[src/hw/rtl/assert_macros.svh]
// ----------------------------------------------------------------------------
// Assertion macros
// Shared concurrent assertion wrappers, compiled out when ASSERT_OFF is set.
// ----------------------------------------------------------------------------
`ifndef ASSERT_MACROS_SVH
`define ASSERT_MACROS_SVH

`ifndef ASSERT_OFF
`define ASSERT_AT(lbl, clk, rst_n, prop) \
  lbl: assert property (@(posedge clk) disable iff (!rst_n) (prop)) \
    else $error("assertion failed");
`define ASSERT_NEVER(lbl, clk, rst_n, prop) \
  lbl: assert property (@(posedge clk) disable iff (!rst_n) !(prop)) \
    else $error("forbidden condition seen");
`else
`define ASSERT_AT(lbl, clk, rst_n, prop)
`define ASSERT_NEVER(lbl, clk, rst_n, prop)
`endif

`endif

[src/hw/rtl/rlse_pkg.sv]
// ----------------------------------------------------------------------------
// rlse_pkg
// Types, constants and helpers of the LED strip pulse encoder.
// ----------------------------------------------------------------------------
`default_nettype none

package rlse_pkg;

  localparam int unsigned TicksW   = 8;
  localparam int unsigned CountW   = 10;
  localparam int unsigned LevelInW = 16;
  localparam int unsigned LevelW   = 8;
  localparam int unsigned ColourW  = 3 * LevelW;
  localparam int unsigned BitPosW  = 5;
  localparam int unsigned CfgIdxW  = 2;
  localparam int unsigned CfgDataW = 10;

  localparam logic [BitPosW-1:0]  BitPosLast = BitPosW'(ColourW - 1);
  localparam logic [LevelW-1:0]   LevelMax   = 8'd255;

  localparam logic [TicksW-1:0] OneHighRst  = 8'd8;
  localparam logic [TicksW-1:0] ZeroHighRst = 8'd3;
  localparam logic [CountW-1:0] ResetSlotsRst = 10'd100;
  localparam logic [CountW-1:0] LedCountRst   = 10'd10;

  localparam logic REQ_LOAD = 1'b0;
  localparam logic REQ_SLOT = 1'b1;

  typedef enum logic [1:0] {
    PH_IDLE = 2'd0,
    PH_DATA = 2'd1,
    PH_TAIL = 2'd2
  } phase_e;

  typedef enum logic [CfgIdxW-1:0] {
    CFG_ONE_HIGH    = 2'd0,
    CFG_ZERO_HIGH   = 2'd1,
    CFG_RESET_SLOTS = 2'd2,
    CFG_LED_COUNT   = 2'd3
  } cfg_idx_e;

  typedef struct packed {
    logic [TicksW-1:0] one_high_ticks;
    logic [TicksW-1:0] zero_high_ticks;
    logic [CountW-1:0] reset_slots;
    logic [CountW-1:0] led_count;
  } cfg_t;

  typedef struct packed {
    logic                req_type;
    logic [LevelInW-1:0] red_in;
    logic [LevelInW-1:0] green_in;
    logic [LevelInW-1:0] blue_in;
  } req_t;

  typedef struct packed {
    logic [TicksW-1:0] compare_ticks;
    logic              slot_active;
    logic              frame_end;
  } slot_t;

  function automatic logic [LevelW-1:0] clip_level(input logic [LevelInW-1:0] v);
    if (v > LevelInW'(LevelMax)) begin
      return LevelMax;
    end
    return v[LevelW-1:0];
  endfunction

endpackage

`default_nettype wire

[src/hw/rtl/rlse_cfg_regs.sv]
// ----------------------------------------------------------------------------
// rlse_cfg_regs
// Configuration register file with a plain write port.
// ----------------------------------------------------------------------------
`default_nettype none

module rlse_cfg_regs (
  input  wire logic                         clk_i,
  input  wire logic                         rst_ni,
  input  wire logic                         cfg_we_i,
  input  wire logic [rlse_pkg::CfgIdxW-1:0] cfg_idx_i,
  input  wire logic [rlse_pkg::CfgDataW-1:0] cfg_wdata_i,
  output rlse_pkg::cfg_t                    cfg_o
);
  import rlse_pkg::*;

  cfg_t cfg_q, cfg_d;

  always_comb begin
    cfg_d = cfg_q;
    if (cfg_we_i) begin
      case (cfg_idx_e'(cfg_idx_i))
        CFG_ONE_HIGH:    cfg_d.one_high_ticks  = cfg_wdata_i[TicksW-1:0];
        CFG_ZERO_HIGH:   cfg_d.zero_high_ticks = cfg_wdata_i[TicksW-1:0];
        CFG_RESET_SLOTS: cfg_d.reset_slots     = cfg_wdata_i[CountW-1:0];
        CFG_LED_COUNT:   cfg_d.led_count       = cfg_wdata_i[CountW-1:0];
        default:         cfg_d = cfg_q;
      endcase
    end
  end

  always_ff @(posedge clk_i or negedge rst_ni) begin
    if (!rst_ni) begin
      cfg_q.one_high_ticks  <= OneHighRst;
      cfg_q.zero_high_ticks <= ZeroHighRst;
      cfg_q.reset_slots     <= ResetSlotsRst;
      cfg_q.led_count       <= LedCountRst;
    end else begin
      cfg_q <= cfg_d;
    end
  end

  assign cfg_o = cfg_q;

endmodule

`default_nettype wire

[src/hw/rtl/rlse_slot_seq.sv]
// ----------------------------------------------------------------------------
// rlse_slot_seq
// Frame sequencer: holds the colour and frame position, computes one slot.
// ----------------------------------------------------------------------------
`default_nettype none

`include "assert_macros.svh"

module rlse_slot_seq (
  input  wire logic            clk_i,
  input  wire logic            rst_ni,
  input  wire rlse_pkg::cfg_t  cfg_i,
  input  wire rlse_pkg::req_t  req_i,
  input  wire logic            fire_i,
  output rlse_pkg::slot_t      slot_o
);
  import rlse_pkg::*;

  logic [ColourW-1:0] colour_q, colour_d;
  phase_e             phase_q, phase_d;
  logic [CountW-1:0]  led_pos_q, led_pos_d;
  logic [BitPosW-1:0] bit_pos_q, bit_pos_d;
  logic [CountW-1:0]  tail_pos_q, tail_pos_d;

  logic [BitPosW-1:0] bit_sel;
  logic               data_bit;
  logic               led_done;
  logic               tail_done;
  phase_e             tail_entry;

  assign bit_sel   = BitPosLast - bit_pos_q;
  assign data_bit  = colour_q[bit_sel];
  assign led_done  = ({1'b0, led_pos_q} + 11'd1) >= {1'b0, cfg_i.led_count};
  assign tail_done = ({1'b0, tail_pos_q} + 11'd1) >= {1'b0, cfg_i.reset_slots};
  // An empty tail ends the frame right after the data part.
  assign tail_entry = (cfg_i.reset_slots == '0) ? PH_IDLE : PH_TAIL;

  always_comb begin
    colour_d   = colour_q;
    phase_d    = phase_q;
    led_pos_d  = led_pos_q;
    bit_pos_d  = bit_pos_q;
    tail_pos_d = tail_pos_q;
    slot_o     = '0;

    if (req_i.req_type == REQ_LOAD) begin
      colour_d   = {clip_level(req_i.green_in), clip_level(req_i.red_in),
                    clip_level(req_i.blue_in)};
      led_pos_d  = '0;
      bit_pos_d  = '0;
      tail_pos_d = '0;
      phase_d    = (cfg_i.led_count == '0) ? tail_entry : PH_DATA;
    end else begin
      case (phase_q)
        PH_DATA: begin
          slot_o.compare_ticks = data_bit ? cfg_i.one_high_ticks : cfg_i.zero_high_ticks;
          slot_o.slot_active   = 1'b1;
          if (bit_pos_q == BitPosLast) begin
            bit_pos_d = '0;
            if (led_done) begin
              led_pos_d        = '0;
              tail_pos_d       = '0;
              phase_d          = tail_entry;
              slot_o.frame_end = (tail_entry == PH_IDLE);
            end else begin
              led_pos_d = led_pos_q + 1'b1;
            end
          end else begin
            bit_pos_d = bit_pos_q + 1'b1;
          end
        end
        PH_TAIL: begin
          slot_o.slot_active = 1'b1;
          if (tail_done) begin
            slot_o.frame_end = 1'b1;
            tail_pos_d       = '0;
            phase_d          = PH_IDLE;
          end else begin
            tail_pos_d = tail_pos_q + 1'b1;
          end
        end
        default: begin
          slot_o = '0;
        end
      endcase
    end
  end

  always_ff @(posedge clk_i or negedge rst_ni) begin
    if (!rst_ni) begin
      colour_q   <= '0;
      phase_q    <= PH_IDLE;
      led_pos_q  <= '0;
      bit_pos_q  <= '0;
      tail_pos_q <= '0;
    end else if (fire_i) begin
      colour_q   <= colour_d;
      phase_q    <= phase_d;
      led_pos_q  <= led_pos_d;
      bit_pos_q  <= bit_pos_d;
      tail_pos_q <= tail_pos_d;
    end
  end

  `ASSERT_AT(a_bit_pos_range, clk_i, rst_ni, bit_pos_q <= BitPosLast)
  `ASSERT_AT(a_idle_positions_clear, clk_i, rst_ni,
             (phase_q == PH_IDLE) |-> (led_pos_q == '0 && bit_pos_q == '0))
  `ASSERT_NEVER(a_end_without_active, clk_i, rst_ni,
                fire_i && slot_o.frame_end && !slot_o.slot_active)

endmodule

`default_nettype wire

[src/hw/rtl/rgb_led_strip_pulse_encoder_core.sv]
// ----------------------------------------------------------------------------
// rgb_led_strip_pulse_encoder_core
// Pulse-width slot encoder for a serial RGB LED strip.
//
//   Channel   Direction  Carries
//   s_axis    in         load (colour) or slot request
//   m_axis    out        one slot per slot request, none per load
//   cfg       in         register writes, no read-back
//
// A request is taken into an input register, handled by the sequencer and its
// slot lands in the output register; one request per cycle is sustained while
// the output is taken. A full output register that is not taken holds
// back slot requests only; loads pass by it. Reset puts the block idle with
// the register defaults; there is no clearing pass.
// ----------------------------------------------------------------------------
`default_nettype none

module rgb_led_strip_pulse_encoder_core (
  input  wire logic        clk_i,
  input  wire logic        rst_ni,
  input  wire logic        s_axis_tvalid,
  output logic             s_axis_tready,
  input  wire logic [47:0] s_axis_tdata,   // red_in, green_in, blue_in
  input  wire logic [0:0]  s_axis_tuser,   // req_type
  output logic             m_axis_tvalid,
  input  wire logic        m_axis_tready,
  output logic [7:0]       m_axis_tdata,   // compare_ticks
  output logic [0:0]       m_axis_tuser,   // slot_active
  output logic             m_axis_tlast,   // frame_end
  input  wire logic        cfg_we_i,
  input  wire logic [rlse_pkg::CfgIdxW-1:0]  cfg_idx_i,
  input  wire logic [rlse_pkg::CfgDataW-1:0] cfg_wdata_i
);
  import rlse_pkg::*;

  cfg_t  cfg;
  req_t  in_req_q;
  logic  in_valid_q;
  slot_t slot;
  slot_t out_slot_q;
  logic  out_valid_q;
  logic  advance;

  rlse_cfg_regs u_cfg (
    .clk_i       (clk_i),
    .rst_ni      (rst_ni),
    .cfg_we_i    (cfg_we_i),
    .cfg_idx_i   (cfg_idx_i),
    .cfg_wdata_i (cfg_wdata_i),
    .cfg_o       (cfg)
  );

  // Loads produce no slot, so they never wait on the output register.
  assign advance = in_valid_q &&
                   (in_req_q.req_type == REQ_LOAD || !out_valid_q || m_axis_tready);
  assign s_axis_tready = !in_valid_q || advance;

  always_ff @(posedge clk_i or negedge rst_ni) begin
    if (!rst_ni) begin
      in_valid_q <= 1'b0;
    end else if (s_axis_tready) begin
      in_valid_q <= s_axis_tvalid;
    end
  end

  always_ff @(posedge clk_i) begin
    if (s_axis_tready && s_axis_tvalid) begin
      in_req_q.req_type <= s_axis_tuser[0];
      in_req_q.red_in   <= s_axis_tdata[15:0];
      in_req_q.green_in <= s_axis_tdata[31:16];
      in_req_q.blue_in  <= s_axis_tdata[47:32];
    end
  end

  rlse_slot_seq u_seq (
    .clk_i  (clk_i),
    .rst_ni (rst_ni),
    .cfg_i  (cfg),
    .req_i  (in_req_q),
    .fire_i (advance),
    .slot_o (slot)
  );

  always_ff @(posedge clk_i or negedge rst_ni) begin
    if (!rst_ni) begin
      out_valid_q <= 1'b0;
    end else if (advance && in_req_q.req_type == REQ_SLOT) begin
      out_valid_q <= 1'b1;
    end else if (m_axis_tready) begin
      out_valid_q <= 1'b0;
    end
  end

  always_ff @(posedge clk_i) begin
    if (advance && in_req_q.req_type == REQ_SLOT) begin
      out_slot_q <= slot;
    end
  end

  assign m_axis_tvalid   = out_valid_q;
  assign m_axis_tdata    = out_slot_q.compare_ticks;
  assign m_axis_tuser[0] = out_slot_q.slot_active;
  assign m_axis_tlast    = out_slot_q.frame_end;

endmodule

`default_nettype wire
[config.mk]
export PLATFORM = sky130hd
export DESIGN_NAME = rgb_led_strip_pulse_encoder_core
export DESIGN_NICKNAME = d
export VERILOG_FILES = /design/src/hw/rtl/rlse_pkg.sv /design/src/hw/rtl/rlse_cfg_regs.sv /design/src/hw/rtl/rlse_slot_seq.sv /design/src/hw/rtl/rgb_led_strip_pulse_encoder_core.sv
export VERILOG_INCLUDE_DIRS = /design/src /design/src/hw/rtl
export SDC_FILE = /design/constraint.sdc
export NUM_CORES = 1
export LEC_CHECK = 0
export ABC_AREA = 1
export BUFFER_PORTS_ARGS = -buffer_cell sky130_fd_sc_hd__buf_2
export CAP_MARGIN = 20
export CORE_ASPECT_RATIO = 0.75
export CORE_MARGIN = 3
export CORE_UTILIZATION = 63
export DETAILED_ROUTE_END_ITERATION = 16
export PLACE_DENSITY = 0.85
export SLEW_MARGIN = 20
export SYNTH_ARGS = -nofsm -noshare
export SYNTH_HDL_FRONTEND = slang
export SYNTH_SLANG_ARGS = --single-unit
[constraint.sdc]
create_clock -name clk_i -period 6.6 [get_ports clk_i]
set_clock_uncertainty 0.1 [all_clocks]
set_input_delay 0 -clock clk_i [delete_from_list [all_inputs] [get_ports clk_i]]
set_output_delay 0 -clock clk_i [all_outputs]
set_load 0.01 [all_outputs]
==> results of run 1 <==
[logic make-up after synthesis]
group	synth area share [%]
and+or+nand+nor	19.56
xor gates and xnor gates	1.520
adders and majority gates	4.704
DFF	57.97
buffers and inverters	7.834
AOI/OAI and AO/OA	8.413
[critical path, stage by stage, from the launching register on]
cell	delay (ns)
dfrtp_1	0.42
ha_1	0.21
nand3_1	0.16
nor3b_2	0.27
nand2_1	0.10
xnor2_1	0.22
ha_1	0.27
nand2_1	0.06
inv_1	0.04
a21boi_0	0.24
nand2_1	0.09
inv_1	0.07
nand2_1	0.08
nor2_2	0.35
nand4_1	0.17
nand2_1	0.09
[layer usage]
layer | wire, um | track usage, %
met5 | 0 | 0
met4 | 701 | 11.13
met3 | 1766 | 9.216
met2 | 9189 | 52.24
met1 | 7423 | 41.73
[worst max path at each step]
stage,slack (ns),cells past startpoint,to
final,3.58,15,u_seq.tail_pos_q[3]
after global routing,3.28,15,u_seq.tail_pos_q[1]
after CTS,3.63,15,u_seq.tail_pos_q[3]
after detailed placement,3.64,15,u_seq.tail_pos_q[3]
after global placement,3.85,15,u_seq.tail_pos_q[0]
after floorplan,4.17,15,u_seq.tail_pos_q[0]
[cell usage after synthesis (all sizes together), types with 9 or more instances]
library cell	number	area (um2)
nand4	19	125.1
dfrtp	81	2027
inv	113	424.2
clkbuf	10	37.54
o21ai	56	287.8
ha	26	325.3
nor2	83	326.6
nand2	154	605.6
nand3	35	195.2
a21oi	12	60.06
edfxtp	59	1772
nor4	9	56.30
buf	10	71.31
a31oi	25	156.4
[timing repair]
action,4_1_cts,5_1_grt
buffers inserted,0,0
endpoints found under the setup margin,0,0
hold buffers,66,0
hold endpoints to repair,114,0
[state kept, by name (all words and copies together), names as in the netlist]
signal,count
m_axis_tvalid,1
u_seq.phase_q,2
in_valid_q,1
u_seq.tail_pos_q,10
m_axis_tuser,1
u_seq.colour_q,24
in_req_q,49
u_seq.bit_pos_q,5
u_cfg.cfg_o,36
m_axis_tdata,8
m_axis_tlast,1
u_seq.led_pos_q,10
[through the flow]
| stage | setup slack [ns] | instances | total power (W) |
|---|---|---|---|
| 2_1_floorplan | 4.171 | 730 | 0.001529 |
| 3_3_place_gp | 3.851 | 925 | 0.001636 |
| 3_5_place_dp | 3.638 | 925 | 0.001674 |
| 4_1_cts | 3.630 | 1023 | 0.002709 |
| 5_1_grt | 3.277 | 1024 | 0.002877 |
| 6_report | 3.577 | 1024 | 0.002753 |
[where the power goes]
group / total, W / internal [W] / leakage (nW) / switching [W]
Clock: 0.00101 / 0.000576 / 0.299 / 0.000433
Combinational: 0.000594 / 0.000209 / 2.21 / 0.000385
Sequential: 0.00115 / 0.00106 / 1.61 / 0.0000897
Total: 0.00275 / 0.00185 / 4.12 / 0.000907
[cells in the final DEF, fill, tap and decap left out, types with 4 or more instances in the layout]
cell type        n
nand2_1        145
nor4_1           9
a21oi_1         12
dfstp_2          8
inv_1          111
a31oi_1         25
clkbuf_16       17
o21ai_0         51
inv_6            4
dfrtp_1         81
inv_8            5
nand3_1         31
nand3_2          4
buf_2           76
nor2_1          78
ha_1            26
nand2_2          8
xor2_1           8
nor2_2           4
nand4_1         18
o22ai_1          6
xnor2_1          4
dlygate4sd3_1   65
edfxtp_1        59
[final cells by class]
type	instances	area [um2]	area share (%)
inverters	115	432.9	4.986
flip-flops and latches	148	4009	46.17
well taps	136	170.2	1.960
clock buffers	17	425.4	4.899
repair buffers	146	1094	12.59
multi-input cells	447	2367	27.26
clock inverters	15	185.2	2.133
==> results.cfg, run 1 <==
[synthesis]
synthCells = 730
synth_area_per_cell_um2 = 9.473
syn_nets = 822
synth_cell_types = 40
synth_enable_flop_cells = 59
async_flop_share_pct = 60.14
syn-cell-area_um2 = 6915
ys_seq_area_share_pct = 57.97
synth_ff_type = dfrtp_1
ys_seq_elements = 148
ys_warn_count = 0

[clocking]
clk_pin_slew_ns = 0.08
htree_num_levels = 4
insertion_delay_ns = 0.43
cts_buffer_depth = 2
cts-resized-gates = 0
numClockSinks = 148
root_buffer = clkbuf_16
cts_buffers = 17
cts_tree = done

[hold_path]
min_from = s_axis_tdata[9]
whs_path_depth = 2
hp-class = in -> reg
min_to = in_req_q[41]

[detailed_routing]
wl_mm = 19.08
wl_per_cell_um = 18.63
drt_iter0_drc = 622
dr_total_vias = 5937
antenna_left = 0
drc = 0
viasPerCell = 5.798
firstDrtPassIters = 5

[critical_path]
end_kind = flip-flop
worst_setup_path_start_kind = flip-flop
worst-path-max-fanout = 10
ff2ff_setup_slack_ns = 3.58
r2r-end = u_seq.tail_pos_q[3]
rr_worst_depth = 15
path_class = reg -> reg
worstPathArrival_ns = 3.28
rr_startpoint = u_seq.tail_pos_q[0]
cp-startpoint = u_seq.tail_pos_q[0]
cp_data_required_time_ns = 6.86

[cells_and_area]
diodes = 0
drive_gt1_share_pct = 16.67
finalInstanceArea_um2 = 8683
fillerInstances = 571
areaGrowthSynthToFinish_pct = 25.57
fin_nets = 967
fin_util_pct = 82.78

[place]
placed_cell_area_um2 = 7382
hpwl_mm = 10.78
io_buffer_count = 77
routabilityCongestion = 0.8908

[grt]
first_global_vias = 6032
grt_max_degree = 63
track_usage_pct = 32.16
grt_overflow = 0
grt_pass1_wl_mm = 30.38
antenna_found_initial = 0

[sta]
hold_ws_ns = 0.1666
rsz0062_at_grt = no
fin_crit_sh_pct = 45.81
post-route-min-period_ns = 3.023
setup_viol = 0
finalHoldViolCount = 0
max_freq_ghz = 0.3308
slew_headroom_pct = 49.00
worst_pin_slew_ns = 0.7650
tns_ns = 0
slew_viol_final = 0

[run]
maxCapViolCount = 0

[floorplan]
die_x_um = 127.0
die_area_um2 = 12280
fp.dieH_um = 96.74
io_pins = 78
start_util_pct = 65.92
coreArea_um2 = 10490
num_rows = 32

[power_and_ir_drop]
leakage_nw = 4.118
p_per_area_nw_per_um2 = 317.1
vdd_ir_drop_max_uv = 248.4

[status]
status = completed
Power figures use the tool's default switching activity.
==> inputs of run 2 (changes only) <==
--- a/config.mk
+++ b/config.mk
@@ -11,9 +11,9 @@
 export CAP_MARGIN = 20
 export CORE_ASPECT_RATIO = 0.75
 export CORE_MARGIN = 3
-export CORE_UTILIZATION = 63
+export CORE_UTILIZATION = 53
 export DETAILED_ROUTE_END_ITERATION = 16
-export PLACE_DENSITY = 0.85
+export PLACE_DENSITY = 0.76
 export SLEW_MARGIN = 20
 export SYNTH_ARGS = -nofsm -noshare
 export SYNTH_HDL_FRONTEND = slang
==> constraint.sdc (replaced) <==
create_clock -name clk_i -period 2.7 [get_ports clk_i]
set_clock_uncertainty 0.1 [all_clocks]
set_input_delay 0 -clock clk_i [delete_from_list [all_inputs] [get_ports clk_i]]
set_output_delay 0 -clock clk_i [all_outputs]
set_load 0.01 [all_outputs]
==> results.cfg, run 2 (synthesized netlist as in run 1, its figures left out) <==
[detailed_routing]
wl_mm = 17.24
drc = 0
wl_per_cell_um = 16.17
firstDrtPassIters = 5
viasPerCell = 5.364
drt_iter0_drc = 513
dr_total_vias = 5718
antenna_left = 0

[clocking]
cts_buffer_depth = 2
insertion_delay_ns = 0.42
root_buffer = clkbuf_16
cts_buffers = 17
clk_pin_slew_ns = 0.06
cts_tree = done
htree_num_levels = 4
numClockSinks = 148

[critical_path]
cp_slowest_cell = dfrtp_1
critPathMaxStageDelay_ns = 0.35
worstPathArrival_ns = 2.81
cpMostUsedCell = nand2_1
worst_setup_path_start_kind = flip-flop
path_buf_inv = 3
path_class = reg -> reg
cp_data_required_time_ns = 2.91
worst-path-max-fanout = 8
critPathTopFamily = simple AND/OR/NAND/NOR gates
cp_cell_sequence = buf_4 -> nand3_2 -> nor2_2 -> buf_4 -> nand2_1 -> xor2_2 -> ha_4 -> nand2_1 -> nor2_1 -> nand2_1 -> nand2_1 -> nor2_1 -> nand2_2 -> nand3_2 -> nand2_4 -> buf_4 -> nand4_1 -> nand2_1
end_kind = flip-flop

[power_and_ir_drop]
vdd_ir_drop_max_uv = 527.3
p_per_area_nw_per_um2 = 746.7
power_frac_clock_pct = 34.7
power.switching_w = 0.002133
pwr-share-comb_pct = 23.6
p_sw_share_pct = 31.92
leakage_nw = 4.198
pwr-share-seq_pct = 41.7
internal_power_w = 0.004549

[place]
routabilityCongestion = 0.9025
hpwl_mm = 10.62
io_buffer_count = 77
dp_slack_ns = -0.1486

[cells_and_area]
mostFrequentLayoutCell = nand2_1
fin_nets = 979
areaGrowthSynthToFinish_pct = 29.40
fillerInstances = 883
largest_reg_flops = 49
regMostFlops = in_req_q
fin_util_pct = 71.45
drive_gt1_share_pct = 21.11
diodes = 0
final_cell_mix = nand2_1, inv_1, dfrtp_1, buf_2, nor2_1

[sta]
slew_headroom_pct = 46.35
fin_ws_ns = 0.09866
worst_pin_slew_ns = 0.8048
post-route-min-period_ns = 2.601
setup_viol = 0
finalHoldViolCount = 0
hold_ws_ns = 0.08839
max_freq_ghz = 0.3844
slew_viol_final = 0
rsz0062_at_grt = yes
fin_crit_sh_pct = 96.35

[floorplan]
num_rows = 35
die_x_um = 137.9
fp.dieH_um = 104.9
start_util_pct = 55.21
die_area_um2 = 14470
io_pins = 78
coreArea_um2 = 12520

[hold_path]
hp-class = in -> async

[grt]
antenna_found_initial = 0
grt_overflow = 0
grt_pass1_wl_mm = 27.75
grt_max_degree = 90
first_global_vias = 5652
track_usage_pct = 24.70

[run]
maxCapViolCount = 0

[status]
status = completed
-- run 2: per-stage QoR --
step	std cells	TNS (ns)	cell area, um2	power, W
after floorplan	730	0	6915	0.003738
after global placement	962	0	7472	0.004060
after detailed placement	962	-2.384	7472	0.004126
after CTS	1059	-0.003958	8703	0.006531
after global routing	1066	-0.5557	8949	0.007025
final	1066	0	8949	0.006681
-- run 2: path summary, 6_finish.rpt --
kind,startpoint,to,slack (ns),depth (start not counted)
min in group clk_i,cfg_we_i,u_cfg.cfg_o[31],0.13,4
hold / removal,rst_ni,u_seq.tail_pos_q[3],0.09,2
max in group asynchronous,rst_ni,u_cfg.cfg_o[19],1.84,2
setup reg to reg,u_seq.led_pos_q[0],u_seq.tail_pos_q[6],0.1,18
setup / recovery,u_seq.led_pos_q[0],u_seq.tail_pos_q[6],0.1,18
hold reg to reg,u_cfg.cfg_o[28],u_cfg.cfg_o[28],0.39,2
-- run 2: power groups by stage --
stage               clock network (W)  logic (W)  registers, W
floorplan                           0   0.000976       0.00276
global placement                    0    0.00126       0.00280
detailed placement                  0    0.00131       0.00282
CTS                           0.00233    0.00144       0.00277
global route                  0.00245    0.00177       0.00280
finish                        0.00232    0.00158       0.00278
-- run 2: layout make-up --
type,count,area [um2],area share [%]
well taps,166,207.7,2.321
inverters,115,432.9,4.838
clock inverters,11,117.6,1.314
flip-flops and latches,148,4010,44.81
clock buffers,21,460.4,5.145
multi-input cells,447,2552,28.52
repair buffers,158,1167,13.05
-- run 2: what timing repair did --
item,4_1_cts,5_1_grt
hold buffers,64,0
buffers inserted,1,6
cloned,0,1
setup endpoints to repair,23,23
resized for setup,2,46
pin swaps,0,24
endpoints found under the hold margin,168,0
-- run 2: routing by layer --
metal | wire, um | up-vias | track usage [%]
li1 | - | 2715 | -
met1 | 7499 | 2774 | 34.23
met2 | 8173 | 194 | 38.41
met3 | 1176 | 35 | 5.679
met4 | 389 | 0 | 8.745
met5 | 0 | - | 0
